<file path="config.mk">
export PLATFORM = sky130hd
export DESIGN_NAME = rssi_ema_hysteresis_classifier
export DESIGN_NICKNAME = d
export VERILOG_FILES = /design/src/design/rehc_pkg.sv /design/src/design/rehc_ram.sv /design/src/design/rehc_ctrl.sv /design/src/design/rehc_dp.sv /design/src/design/rssi_ema_hysteresis_classifier.sv
export SDC_FILE = /design/constraint.sdc
export NUM_CORES = 1
export LEC_CHECK = 0
export ABC_AREA = 1
export BUFFER_PORTS_ARGS = -buffer_cell sky130_fd_sc_hd__buf_2
export CAP_MARGIN = 20
export CORE_MARGIN = 4
export CORE_UTILIZATION = 58
export CTS_BUF_LIST = sky130_fd_sc_hd__clkbuf_4 sky130_fd_sc_hd__clkbuf_8
export DETAILED_ROUTE_END_ITERATION = 10
export PLACE_DENSITY = 0.79
export SLEW_MARGIN = 20
export SYNTH_ARGS = -nofsm -noshare
export SYNTH_HDL_FRONTEND = slang
export SYNTH_SLANG_ARGS = --single-unit
</file>
<file path="constraint.sdc">
create_clock -name clk -period 10.4 [get_ports clk]
set_input_delay 2.08 -clock clk [delete_from_list [all_inputs] [get_ports clk]]
set_output_delay 2.08 -clock clk [all_outputs]
set_load 0.02 [all_outputs]
</file>
<file path="src/design/rehc_pkg.sv">
// shared types and constants for the rssi ema hysteresis classifier
package rehc_pkg;

  localparam int NUM_LINKS = 8;
  localparam int LINK_W    = (NUM_LINKS > 1) ? $clog2(NUM_LINKS) : 1;
  localparam int WIN_LEN   = 3;
  localparam int LVL_W     = 8;
  localparam int ROW_W     = WIN_LEN * LVL_W;

  localparam logic signed [7:0]  LEVEL_START = -8'sd70;
  localparam logic signed [10:0] LEVEL_MAX   = 11'sd127;
  localparam logic signed [10:0] LEVEL_MIN   = -11'sd127;

  localparam logic signed [7:0] NEAR_RST   = -8'sd60;
  localparam logic signed [7:0] FAR_RST    = -8'sd75;
  localparam logic signed [7:0] LOST_RST   = -8'sd90;
  localparam logic [6:0]        MARGIN_RST = 7'd3;

  // reciprocal multipliers for truncating division of small magnitudes
  localparam logic [7:0] RECIP3     = 8'd171;
  localparam int         RECIP3_SH  = 9;
  localparam logic [7:0] RECIP10    = 8'd205;
  localparam int         RECIP10_SH = 11;

  typedef enum logic [1:0] {
    FUNC_SAMPLE,
    FUNC_ENABLE,
    FUNC_DISABLE,
    FUNC_RESET
  } func_t;

  typedef enum logic [1:0] {
    CLS_LOST,
    CLS_FAR,
    CLS_NEAR
  } lvl_cls_t;

  typedef enum logic [1:0] {
    REG_NEAR,
    REG_FAR,
    REG_LOST,
    REG_MARGIN
  } reg_idx_t;

  typedef enum logic [1:0] {
    ST_IDLE,
    ST_LOAD,
    ST_EMA,
    ST_COMMIT
  } state_t;

  typedef struct packed {
    logic signed [7:0] near_level;
    logic signed [7:0] far_level;
    logic signed [7:0] lost_level;
    logic [6:0]        margin;
  } cfg_t;

  typedef struct packed {
    logic capture;
    logic load;
    logic ema;
    logic commit;
  } cmd_t;

  typedef struct packed {
    logic out_free;
  } sts_t;

endpackage

</file>
<file path="src/design/rehc_ram.sv">
// generic single write port ram with registered read
module rehc_ram #(
  parameter int WIDTH = 8,
  parameter int DEPTH = 8,
  localparam int AW = (DEPTH > 1) ? $clog2(DEPTH) : 1
) (
  input  logic             clk,
  input  logic             we,
  input  logic [AW-1:0]    waddr,
  input  logic [WIDTH-1:0] wdata,
  input  logic             re,
  input  logic [AW-1:0]    raddr,
  output logic [WIDTH-1:0] rdata
);

  logic [WIDTH-1:0] mem_r [DEPTH];
  logic [WIDTH-1:0] rdata_r;

  always_ff @(posedge clk) begin
    if (we) begin
      mem_r[waddr] <= wdata;
    end
    if (re) begin
      rdata_r <= mem_r[raddr];
    end
  end

  assign rdata = rdata_r;

endmodule

</file>
<file path="src/design/rehc_ctrl.sv">
// controller sequencing capture, window load, ema step and commit
module rehc_ctrl (
  input  logic          clk,
  input  logic          rst_n,
  input  logic          in_tvalid,
  output logic          in_tready,
  output rehc_pkg::cmd_t cmd,
  input  rehc_pkg::sts_t sts
);
  import rehc_pkg::*;

  state_t state_r;
  state_t state_nxt;

  always_comb begin
    state_nxt = state_r;
    unique case (state_r)
      ST_IDLE: begin
        if (in_tvalid) begin
          state_nxt = ST_LOAD;
        end
      end
      ST_LOAD:   state_nxt = ST_EMA;
      ST_EMA:    state_nxt = ST_COMMIT;
      ST_COMMIT: begin
        if (sts.out_free) begin
          state_nxt = ST_IDLE;
        end
      end
      default:   state_nxt = ST_IDLE;
    endcase
  end

  always_comb begin
    in_tready   = 1'b0;
    cmd         = '0;
    unique case (state_r)
      ST_IDLE: begin
        in_tready   = 1'b1;
        cmd.capture = in_tvalid;
      end
      ST_LOAD:   cmd.load   = 1'b1;
      ST_EMA:    cmd.ema    = 1'b1;
      ST_COMMIT: cmd.commit = sts.out_free;
      default: begin
        in_tready = 1'b0;
      end
    endcase
  end

  always_ff @(posedge clk) begin
    if (!rst_n) begin
      state_r <= ST_IDLE;
    end else begin
      state_r <= state_nxt;
    end
  end

  a_commit_waits: assert property (@(posedge clk) disable iff (!rst_n)
    state_r == ST_COMMIT && !sts.out_free |=> state_r == ST_COMMIT)
    else $error("commit left while output slot busy");

endmodule

</file>
<file path="src/design/rehc_dp.sv">
// datapath: per-link state, window averaging, ema, hysteresis and result register
module rehc_dp (
  input  logic                     clk,
  input  logic                     rst_n,
  input  rehc_pkg::cmd_t           cmd,
  output rehc_pkg::sts_t           sts,
  input  rehc_pkg::cfg_t           cfg,
  input  logic [1:0]               in_func,
  input  logic [2:0]               in_link_index,
  input  logic signed [7:0]        in_raw_level,
  input  logic                     out_tready,
  output logic                     out_tvalid,
  output logic [15:0]              out_tdata
);
  import rehc_pkg::*;

  func_t             func_r;
  logic [2:0]        idx_r;
  logic signed [7:0] raw_r;

  logic [1:0]        pos_r    [NUM_LINKS];
  logic [1:0]        fill_r   [NUM_LINKS];
  logic signed [7:0] level_r  [NUM_LINKS];
  logic              seeded_r [NUM_LINKS];
  lvl_cls_t          cls_r    [NUM_LINKS];
  logic              active_r [NUM_LINKS];

  logic [ROW_W-1:0]  row_r;
  logic [1:0]        pos_new_r;
  logic [1:0]        fill_new_r;
  logic signed [9:0] avg_r;
  logic signed [7:0] lvl_new_r;

  logic              out_tvalid_r;
  logic [15:0]       out_tdata_r;

  logic [LINK_W-1:0] k;
  logic              link_ok;
  logic [ROW_W-1:0]  ram_rdata;
  logic              ram_we;

  // load stage
  logic [1:0]        pos_cur;
  logic [1:0]        pos_nxt;
  logic [1:0]        fill_nxt;
  logic signed [7:0] ent [WIN_LEN];
  logic [ROW_W-1:0]  row_nxt;
  logic signed [9:0] sum_c;
  logic [9:0]        sum_abs;
  logic [17:0]       prod3;
  logic [8:0]        mag;
  logic signed [9:0] avg_nxt;

  // ema stage
  logic signed [7:0]  lvl_cur;
  logic signed [10:0] diff;
  logic signed [11:0] tri3;
  logic [9:0]         tri_abs;
  logic [17:0]        prod10;
  logic [6:0]         q;
  logic signed [10:0] step;
  logic signed [10:0] ema_sum;
  logic signed [7:0]  lvl_nxt;

  // commit stage
  logic signed [9:0] v10;
  logic signed [9:0] m10;
  logic signed [9:0] near10;
  logic signed [9:0] far10;
  logic signed [9:0] lost10;
  lvl_cls_t          cls_cur;
  lvl_cls_t          cls_smp;
  logic              do_sample;
  logic              do_clear;
  logic              res_acc;
  logic signed [7:0] res_lvl;
  lvl_cls_t          res_cls;
  logic              res_chg;
  logic [15:0]       out_tdata_nxt;

  assign k       = LINK_W'(idx_r);
  assign link_ok = int'(idx_r) < NUM_LINKS;

  rehc_ram #(
    .WIDTH(ROW_W),
    .DEPTH(NUM_LINKS)
  ) u_win (
    .clk   (clk),
    .we    (ram_we),
    .waddr (k),
    .wdata (row_r),
    .re    (cmd.capture),
    .raddr (LINK_W'(in_link_index)),
    .rdata (ram_rdata)
  );

  always_comb begin
    pos_cur  = (pos_r[k] >= 2'(WIN_LEN)) ? 2'd0 : pos_r[k];
    pos_nxt  = (pos_cur == 2'(WIN_LEN - 1)) ? 2'd0 : pos_cur + 2'd1;
    fill_nxt = (fill_r[k] < 2'(WIN_LEN)) ? fill_r[k] + 2'd1 : 2'(WIN_LEN);
    for (int i = 0; i < WIN_LEN; i++) begin
      ent[i] = (2'(i) == pos_cur) ? raw_r : ram_rdata[i*LVL_W +: LVL_W];
      row_nxt[i*LVL_W +: LVL_W] = ent[i];
    end
    sum_c = 10'(ent[0])
          + ((fill_nxt > 2'd1) ? 10'(ent[1]) : 10'sd0)
          + ((fill_nxt > 2'd2) ? 10'(ent[2]) : 10'sd0);
    sum_abs = sum_c[9] ? 10'(-sum_c) : 10'(sum_c);
    prod3   = 18'(sum_abs) * 18'(RECIP3);
    unique case (fill_nxt)
      2'd1:    mag = 9'(sum_abs);
      2'd2:    mag = 9'(sum_abs >> 1);
      default: mag = 9'(prod3 >> RECIP3_SH);
    endcase
    avg_nxt = sum_c[9] ? -$signed({1'b0, mag}) : $signed({1'b0, mag});
  end

  always_comb begin
    lvl_cur = level_r[k];
    diff    = 11'(avg_r) - 11'(lvl_cur);
    tri3    = 12'(diff) + (12'(diff) <<< 1);
    tri_abs = tri3[11] ? 10'(-tri3) : 10'(tri3);
    prod10  = 18'(tri_abs) * 18'(RECIP10);
    q       = 7'(prod10 >> RECIP10_SH);
    step    = tri3[11] ? -$signed({4'b0, q}) : $signed({4'b0, q});
    ema_sum = seeded_r[k] ? 11'(lvl_cur) + step : 11'(avg_r);
    if (ema_sum > LEVEL_MAX) begin
      lvl_nxt = 8'(LEVEL_MAX);
    end else if (ema_sum < LEVEL_MIN) begin
      lvl_nxt = 8'(LEVEL_MIN);
    end else begin
      lvl_nxt = 8'(ema_sum);
    end
  end

  always_comb begin
    v10     = 10'(lvl_new_r);
    m10     = $signed({3'b0, cfg.margin});
    near10  = 10'(cfg.near_level);
    far10   = 10'(cfg.far_level);
    lost10  = 10'(cfg.lost_level);
    cls_cur = cls_r[k];
    unique case (cls_cur)
      CLS_LOST: cls_smp = (v10 > far10 + m10) ? CLS_FAR : CLS_LOST;
      CLS_FAR: begin
        if (v10 < lost10 - m10) begin
          cls_smp = CLS_LOST;
        end else if (v10 > near10 + m10) begin
          cls_smp = CLS_NEAR;
        end else begin
          cls_smp = CLS_FAR;
        end
      end
      CLS_NEAR: cls_smp = (v10 < far10 - m10) ? CLS_FAR : CLS_NEAR;
      default:  cls_smp = CLS_LOST;
    endcase

    do_sample = link_ok && func_r == FUNC_SAMPLE && active_r[k];
    do_clear  = link_ok && (func_r == FUNC_ENABLE || func_r == FUNC_RESET);
    res_acc   = link_ok && (func_r != FUNC_SAMPLE || active_r[k]);
    res_chg   = do_sample && cls_smp != cls_cur;
    if (!link_ok) begin
      res_lvl = '0;
      res_cls = CLS_LOST;
    end else if (do_sample) begin
      res_lvl = lvl_new_r;
      res_cls = cls_smp;
    end else if (do_clear) begin
      res_lvl = LEVEL_START;
      res_cls = CLS_LOST;
    end else begin
      res_lvl = level_r[k];
      res_cls = cls_cur;
    end
    ram_we        = cmd.commit && do_sample;
    out_tdata_nxt = {1'b0, res_chg, res_cls, res_lvl, res_acc, idx_r};
  end

  always_ff @(posedge clk) begin
    if (cmd.capture) begin
      func_r <= func_t'(in_func);
      idx_r  <= in_link_index;
      raw_r  <= in_raw_level;
    end
    if (cmd.load) begin
      row_r      <= row_nxt;
      pos_new_r  <= pos_nxt;
      fill_new_r <= fill_nxt;
      avg_r      <= avg_nxt;
    end
    if (cmd.ema) begin
      lvl_new_r <= lvl_nxt;
    end
    if (cmd.commit) begin
      out_tdata_r <= out_tdata_nxt;
    end
  end

  always_ff @(posedge clk) begin
    if (!rst_n) begin
      for (int i = 0; i < NUM_LINKS; i++) begin
        pos_r[i]    <= 2'd0;
        fill_r[i]   <= 2'd0;
        level_r[i]  <= LEVEL_START;
        seeded_r[i] <= 1'b0;
        cls_r[i]    <= CLS_LOST;
        active_r[i] <= 1'b0;
      end
    end else if (cmd.commit && link_ok) begin
      if (do_sample) begin
        pos_r[k]    <= pos_new_r;
        fill_r[k]   <= fill_new_r;
        level_r[k]  <= lvl_new_r;
        seeded_r[k] <= 1'b1;
        cls_r[k]    <= cls_smp;
      end else if (do_clear) begin
        pos_r[k]    <= 2'd0;
        fill_r[k]   <= 2'd0;
        level_r[k]  <= LEVEL_START;
        seeded_r[k] <= 1'b0;
        cls_r[k]    <= CLS_LOST;
      end
      if (func_r == FUNC_ENABLE) begin
        active_r[k] <= 1'b1;
      end else if (func_r == FUNC_DISABLE) begin
        active_r[k] <= 1'b0;
      end
    end
  end

  always_ff @(posedge clk) begin
    if (!rst_n) begin
      out_tvalid_r <= 1'b0;
    end else if (cmd.commit) begin
      out_tvalid_r <= 1'b1;
    end else if (out_tready) begin
      out_tvalid_r <= 1'b0;
    end
  end

  assign sts.out_free = !out_tvalid_r || out_tready;
  assign out_tvalid   = out_tvalid_r;
  assign out_tdata    = out_tdata_r;

  a_chg_needs_acc: assert property (@(posedge clk) disable iff (!rst_n)
    out_tvalid_r |-> !(out_tdata_r[14] && !out_tdata_r[3]))
    else $error("class change reported on an ignored request");

  a_level_clamped: assert property (@(posedge clk) disable iff (!rst_n)
    out_tvalid_r |-> out_tdata_r[11:4] != 8'h80)
    else $error("filtered level outside clamp range");

  a_seeded_after_sample: assert property (@(posedge clk) disable iff (!rst_n)
    cmd.commit && do_sample |=> seeded_r[k])
    else $error("link not seeded after a sample");

endmodule

</file>
<file path="src/design/rssi_ema_hysteresis_classifier.sv">
// top level: config registers, controller and datapath of the level classifier
//
// Requests arrive on the in_ stream: in_tuser carries the function (sample,
// enable link, disable link, reset filter), in_tdata the link index and the
// raw signed level. Every request yields exactly one result on the out_
// stream with the link index, an accepted flag, the filtered level, the
// distance class and a class-changed flag.
// A request is taken only when the block is idle; it then passes through
// capture with window row read, window average, ema step, then class update
// and write-back, and the result is registered at that last step. No new
// request is taken until the last one has committed, since the controller
// serializes the per-link read-modify-write.
// A result waits in the output register while out_tready is low; the next
// request is still taken and is held at its commit step until that slot
// frees.
// Reset sets the thresholds to their defaults and marks every link inactive,
// lost, unseeded at level -70. Thresholds are to be written through the cfg_
// port only while no request is in flight; the block itself does not enforce it.
module rssi_ema_hysteresis_classifier (
  input  logic        clk,
  input  logic        rst_n,
  input  logic        in_tvalid,
  output logic        in_tready,
  input  logic [15:0] in_tdata,   // link_index[2:0], raw_level[10:3], zero pad
  input  logic [1:0]  in_tuser,   // func[1:0]
  output logic        out_tvalid,
  input  logic        out_tready,
  output logic [15:0] out_tdata,  // out_link_index[2:0], accepted[3],
                                  // filtered_level[11:4], distance_class[13:12],
                                  // class_changed[14], zero pad
  input  logic        cfg_psel,
  input  logic        cfg_penable,
  input  logic        cfg_pwrite,
  input  logic [3:0]  cfg_paddr,
  input  logic [31:0] cfg_pwdata,
  output logic [31:0] cfg_prdata,
  output logic        cfg_pready
);
  import rehc_pkg::*;

  logic signed [7:0] near_r;
  logic signed [7:0] far_r;
  logic signed [7:0] lost_r;
  logic [6:0]        margin_r;
  logic              cfg_wr;
  reg_idx_t          cfg_idx;
  cfg_t              cfg;
  cmd_t              cmd;
  sts_t              sts;

  assign cfg_pready = 1'b1;
  assign cfg_idx    = reg_idx_t'(cfg_paddr[3:2]);
  assign cfg_wr     = cfg_psel && cfg_penable && cfg_pwrite && cfg_pready;

  always_ff @(posedge clk) begin
    if (!rst_n) begin
      near_r   <= NEAR_RST;
      far_r    <= FAR_RST;
      lost_r   <= LOST_RST;
      margin_r <= MARGIN_RST;
    end else if (cfg_wr) begin
      unique case (cfg_idx)
        REG_NEAR:   near_r   <= cfg_pwdata[7:0];
        REG_FAR:    far_r    <= cfg_pwdata[7:0];
        REG_LOST:   lost_r   <= cfg_pwdata[7:0];
        REG_MARGIN: margin_r <= cfg_pwdata[6:0];
        default:    margin_r <= margin_r;
      endcase
    end
  end

  always_comb begin
    unique case (cfg_idx)
      REG_NEAR:   cfg_prdata = {24'b0, near_r};
      REG_FAR:    cfg_prdata = {24'b0, far_r};
      REG_LOST:   cfg_prdata = {24'b0, lost_r};
      REG_MARGIN: cfg_prdata = {25'b0, margin_r};
      default:    cfg_prdata = '0;
    endcase
  end

  assign cfg.near_level = near_r;
  assign cfg.far_level  = far_r;
  assign cfg.lost_level = lost_r;
  assign cfg.margin     = margin_r;

  rehc_ctrl u_ctrl (
    .clk       (clk),
    .rst_n     (rst_n),
    .in_tvalid (in_tvalid),
    .in_tready (in_tready),
    .cmd       (cmd),
    .sts       (sts)
  );

  rehc_dp u_dp (
    .clk           (clk),
    .rst_n         (rst_n),
    .cmd           (cmd),
    .sts           (sts),
    .cfg           (cfg),
    .in_func       (in_tuser),
    .in_link_index (in_tdata[2:0]),
    .in_raw_level  (in_tdata[10:3]),
    .out_tready    (out_tready),
    .out_tvalid    (out_tvalid),
    .out_tdata     (out_tdata)
  );

endmodule
</file>
==> results of run 1 <==
-- cell type report --
class | count | share of cell area [%]
sequential | 455 | 44.3
multi-input combinational | 1824 | 39.9
inverter | 348 | 4.43
timing repair buffer | 168 | 4.13
clock buffer | 100 | 4.07
tap | 592 | 2.50
clock inverter | 22 | 0.604
-- layer usage --
metal / vias to the layer above / global-route usage, %
met5: - / 0
met4: 0 / 9.92
met3: 180 / 4.05
met2: 944 / 45.0
met1: 9709 / 32.7
li1: 9495 / -
-- logic make-up after synthesis --
group | count (synthesis) | share of synthesized area, %
adders and majority gates | 254 | 13.5
and+or+nand+nor | 926 | 15.3
DFF | 455 | 50.1
other | 2 | 0.0286
AOI/OAI and AO/OA | 532 | 11.4
xor gates and xnor gates | 86 | 2.94
buffers and inverters | 449 | 6.83
-- sequential cells by signal, indices dropped and copies added, names as in the netlist, 7 cells and up, named ones only --
register,count
margin_r,7
u_dp.raw_r,8
u_dp.u_win.rdata,24
u_dp.pos_r,16
lost_r,8
far_r,8
u_dp.u_win.mem_r,192
u_dp.avg_r,10
u_dp.row_r,24
u_dp.out_tdata,15
u_dp.active_r,8
near_r,8
u_dp.seeded_r,8
u_dp.fill_r,16
u_dp.level_r,64
u_dp.lvl_new_r,8
u_dp.cls_r,16
-- worst max-delay path by stage --
stage	to	from	cells after the start	slack, ps
after detailed placement	u_dp.lvl_new_r[0]	flop	61	-300
after global placement	u_dp.lvl_new_r[0]	flop	57	-40
after CTS	u_dp.lvl_new_r[0]	flop	62	4
after floorplan	u_dp.lvl_new_r[0]	flop	63	60
after global routing	u_dp.lvl_new_r[0]	flop	61	-230
final	u_dp.lvl_new_r[0]	flop	61	400
-- stage by stage --
stage	setup TNS [ps]	util, %	instance area [um^2]
3_3_place_gp	-35.8	62.0	27600
3_5_place_dp	-1940	62.0	27600
5_1_grt	-1420	66.6	29600
2_1_floorplan	0	-	26300
4_1_cts	0	65.3	29000
6_report	0	66.6	29600
-- placed cells by master (no fill, tap or decap), types with 8 or more instances in the layout --
master,instances
nand2_1,342
edfxtp_1,402
inv_2,15
a21oi_2,11
nand4_1,15
nand3_2,13
nor2_1,386
clkbuf_4,27
xor2_1,60
ha_1,188
nand2_4,8
nor3_1,15
buf_4,102
o22ai_1,59
dfxtp_1,51
buf_2,55
ha_4,13
a21oi_1,105
inv_1,317
o2111ai_1,8
o21ai_0,235
o21ai_2,10
nor2_2,19
o21bai_1,14
a31oi_1,25
xnor2_1,21
nand3_1,71
clkbuf_8,73
clkinv_1,24
o21ai_1,16
nand2_2,27
fa_1,48
conb_1,26
-- worst register-to-register path: cells and delay by family, from the launching register on --
kind | cells | cell delay [ps]
AO/OA/AOI/OAI | 15 | 2010
buffers and inverters | 17 | 1650
adder cells (fa/ha/maj) | 9 | 3270
flip-flops | 1 | 390
XOR/XNOR | 5 | 800
AND/OR/NAND/NOR | 15 | 1650
-- repair_timing --
action	CTS	global route
endpoints found under the setup margin	8	13
buffers inserted	2	20
gates resized for setup	15	94
cloned	0	2
pin swaps	3	40
==> impl_metrics.csv, run 1 <==
group,metric,value,unit
cells_and_area,instances_no_fill,3509,
timing,layout_min_cycle_time,10000,ps
critical_path,cp_slowest_cell,"fa_1",
yosys,synth_edf_count,402,
critical_path,r2r_slack,400,ps
clock_tree,clk_path_buf_depth,3,
drt,antenna_left,0,
timing,finalHoldViolCount,0,
yosys,synthTopCellsByArea,"edfxtp_1 46%, ha_1 9.8%, nor2_1 5.7%, nand2_1 5.0%, o21ai_0 4.8%",
cells_and_area,areaGrowthSynthToFinish,13.0,%
cells_and_area,num_antenna_cells,0,
critical_path,critPathCaptureType,"flop",
yosys,async_flop_share,0,%
yosys,synthCells,2704,
placement,port-buffer-count,54,
floorplanning,die_w,221,um
floorplanning,dieArea,48700,um^2
clock_tree,root_buffer,"clkbuf_8",
yosys,yosysTopAreaCell,"edfxtp_1",
floorplanning,rows,77,
critical_path,worst-path-buf-inv,17,
grt,grt_usage,25.9,%
worst_hold_path,hold_end,"u_dp.seeded_r[5]",
critical_path,max_stage_delay,530,ps
drt,drc,0,
cells_and_area,nets,3180,
critical_path,rr_worst_depth,61,
grt,globalRouteOverflowTotal,0,
drt,wl_met2,32300,um
timing,period_share,96.1,%
yosys,synth_most_common_cell,"edfxtp_1",
placement,place_inst,3363,
worst_hold_path,hold_path.class,"flop to flop",
critical_path,worstPathRequired,10770,ps
placement,gp_congestion,0.915,
cells_and_area,fillers,3263,
grt,antenna_found_initial,0,
critical_path,arrival,10370,ps
timing,setup_viol,0,
yosys,synth_warnings,0,
outcome,run_status,"finished, final reports clean",
critical_path,start_kind,"flop",
yosys,netlist_area,26200,um^2
yosys,synth_top_cell_area_share,46.0,%
timing,fin_skew,22.4,ps
clock_tree,cts_tree,"done",
clock_tree,cts_inserted_buffers,68,
grt,grt_max_degree,99,
floorplanning,core,44500,um^2
timing,setup_slack,402,ps
drt,wl_met3,5230,um
timing,finalMaxSlewViolations,0,
floorplanning,die_h,221,um
clock_tree,cts_sinks,455,
drt,wl,64600,um
critical_path,path_common_cell,"inv_1",
cells_and_area,regArea,13100,um^2
timing,holdWs,471,ps
critical_path,path_delay_family,"adder cells",
drt,routed-via-count,20300,
critical_path,critPathMaxFanout,11,
yosys,dominantRegCellSynth,"edfxtp_1",
timing,slew_headroom,27.1,%
drt,dr.max_layer_used,"met4",
worst_hold_path,hold_depth,2,
clock_tree,cts-hold-fix-buffers,0,
drt,met1Wirelength,25100,um
drt,vias_per_cell,5.79,
drt,avgRoutedWirePerCell,18.4,um
drt,first_pass_iters,6,
yosys,ys_types,63,
grt,grt_pass1_wl,100000,um
floorplanning,io_pins,112,
drt,drtIter0Drc,2057,
clock_tree,htree_levels,3,
grt,grt_pass1_vias,19700,
timing,grt_setup_unrepaired,"true",
job,max-cap-violations,0,
yosys,synth_area_per_cell,9.70,um^2
placement,dp.final_hpwl,42900,um
yosys,ys_seq_area_share,50.1,%
clock_tree,cts.clk_slew.worst_paths,60,ps
worst_hold_path,min_from,"u_dp.seeded_r[5]",
cells_and_area,drive_gt1_share,15.1,%
cells_and_area,multi_input_area,11800,um^2
floorplanning,start_util,58.9,%
timing,max_freq,100,MHz
placement,dp_worst_setup_slack,-303,ps
yosys,ys_seq_elements,455,
critical_path,r2r_end,"u_dp.lvl_new_r[0]",
yosys,ys_top_cells_by_count,"402 x edfxtp_1, 397 x nor2_1, 349 x nand2_1",
clock_tree,clk_latency,640,ps
timing,tightest_slew,1090,ps
critical_path,crit_type,"flop to flop",
Power of run 1 is left out: the tool's default activity adds up to more than one toggle a clock period on the data nets, which glitch-free logic cannot reach.
==> inputs of run 2 (changes only) <==
--- a/config.mk
+++ b/config.mk
@@ -12,6 +12,7 @@
 export CORE_UTILIZATION = 58
 export CTS_BUF_LIST = sky130_fd_sc_hd__clkbuf_4 sky130_fd_sc_hd__clkbuf_8
 export DETAILED_ROUTE_END_ITERATION = 10
+export GPL_TIMING_DRIVEN = 0
 export PLACE_DENSITY = 0.79
 export SLEW_MARGIN = 20
 export SYNTH_ARGS = -nofsm -noshare
==> impl_metrics.csv, run 2 (same netlist as run 1, synthesis figures left out) <==
group,metric,value,unit
drt,drc,0,
cells_and_area,num_antenna_cells,0,
grt,met2_usage,46.8,%
clock_tree,htree_levels,3,
timing,holdWs,480,ps
clock_tree,cts.clk_slew.worst_paths,70,ps
grt,grt_max_degree,33,
grt,grt_pass1_wl,107000,um
cells_and_area,layout_common_cells,"402 x edfxtp_1, 383 x nor2_1, 334 x nand2_1",
worst_hold_path,hold_path.class,"flop to flop",
timing,setup_viol,0,
critical_path,crit_type,"flop to flop",
grt,grt.busiest_layer,"met2",
floorplanning,rows,77,
grt,grt_usage,28.0,%
floorplanning,dieArea,48700,um^2
cells_and_area,regArea,13100,um^2
timing,fin_skew,28.1,ps
floorplanning,core,44500,um^2
timing,finalMaxSlewViolations,0,
timing,slew_headroom,31.2,%
drt,first_pass_iters,6,
timing,tightest_slew,1030,ps
drt,wl,72800,um
timing,period_share,99.7,%
clock_tree,cts_tree,"done",
outcome,run_status,"finished, final reports clean",
timing,grt_setup_unrepaired,"true",
grt,grt_pass1_vias,20300,
floorplanning,die_w,221,um
critical_path,max_stage_delay,530,ps
drt,antenna_left,0,
cells_and_area,reg.largest.list,"u_dp.u_win.mem_r (192), u_dp.level_r (64)",
timing,setup_slack,30.3,ps
cells_and_area,instances_no_fill,3570,
placement,place_inst,3383,
cells_and_area,largest_reg_flops,192,
cells_and_area,nets,3244,
drt,vias_per_cell,5.94,
placement,dp.final_hpwl,48800,um
floorplanning,start_util,58.9,%
cells_and_area,multi_input_area,12100,um^2
timing,max_freq,96.4,MHz
grt,antenna_found_initial,0,
clock_tree,cts_inserted_buffers,70,
grt,gr-usage-met3,4.55,%
drt,drtIter0Drc,2498,
cells_and_area,largest-register,"u_dp.u_win.mem_r",
clock_tree,clk_path_buf_depth,3,
critical_path,cp_slowest_cell,"fa_1",
grt,met1_usage,36.2,%
cells_and_area,final_util,68.4,%
timing,layout_min_cycle_time,10370,ps
cells_and_area,areaGrowthSynthToFinish,16.0,%
critical_path,worstPathRequired,10780,ps
drt,avgRoutedWirePerCell,20.4,um
critical_path,start_kind,"flop",
floorplanning,die_h,221,um
timing,finalHoldViolCount,0,
placement,gp_congestion,0.914,
critical_path,critPathCaptureType,"flop",
cells_and_area,fillers,3145,
drt,routed-via-count,21200,
clock_tree,clk_latency,640,ps
cells_and_area,drive_gt1_share,16.5,%
placement,dp_worst_setup_slack,-2310,ps
clock_tree,cts_sinks,455,
floorplanning,io_pins,112,
clock_tree,root_buffer,"clkbuf_8",
placement,port-buffer-count,53,
critical_path,critPathMaxFanout,8,
cells_and_area,layout_commonest_cell,"edfxtp_1",
grt,globalRouteOverflowTotal,0,
critical_path,arrival,10750,ps
job,max-cap-violations,0,
==> run 2: cell types whose count changed in the layout (fill, tap and decap cells not counted), sizes merged <==
cell / change
clkinv: +5
clkinvlp: +3
clkbuf: +48
buf: +6
inv: -2
bufinv: +1
==> run 2: repair_timing <==
item	4_1_cts	5_1_grt
cloned	0	3
hold buffers	0	0
setup endpoints to repair	17	13
pin swaps	21	94
gates resized for setup	108	128
setup buffers	19	46
==> run 2: critical path: cells and delay by family, from the launching register on <==
kind	cells	cell delay (ps)
simple gates	13	1490
flops	1	380
xor+xnor	3	550
compound gates	22	3030
buf+inv	11	1010
fa+ha+maj	10	3620
==> run 2: final cells by class <==
| type | count | share of cell area, % |
|---|---|---|
| multi-input combinational | 1824 | 39.8 |
| tap | 592 | 2.43 |
| clock inverter | 29 | 0.678 |
| buffer | 99 | 2.20 |
| timing repair buffer | 131 | 3.58 |
| clock buffer | 92 | 3.71 |
| sequential | 455 | 43.2 |
| inverter | 348 | 4.39 |
==> run 2: path summary, 6_finish.rpt <==
check	startpoint	endpoint	slack [ps]	depth (start not counted)
max	flop	u_dp.lvl_new_r[0]	30	59
min	u_dp.seeded_r[2]	u_dp.seeded_r[2]	480	2
max reg2reg	flop	u_dp.lvl_new_r[0]	30	59
min reg2reg	u_dp.seeded_r[2]	u_dp.seeded_r[2]	480	2
==> run 2: through the flow <==
stage	cell area [um^2]	setup TNS, ps
floorplan	26300	0
global placement	27300	-16340
detailed placement	27700	-20930
CTS	29500	0
global route	30400	-2890
finish	30400	0
==> run 2: per-layer routing <==
layer | vias up | part of all wire [%]
met4 | 0 | 4.9
li1 | 9625 | -
met3 | 260 | 9.6
met2 | 1307 | 48
met5 | - | 0
met1 | 10000 | 37
Power of run 2 is left out for the same reason.
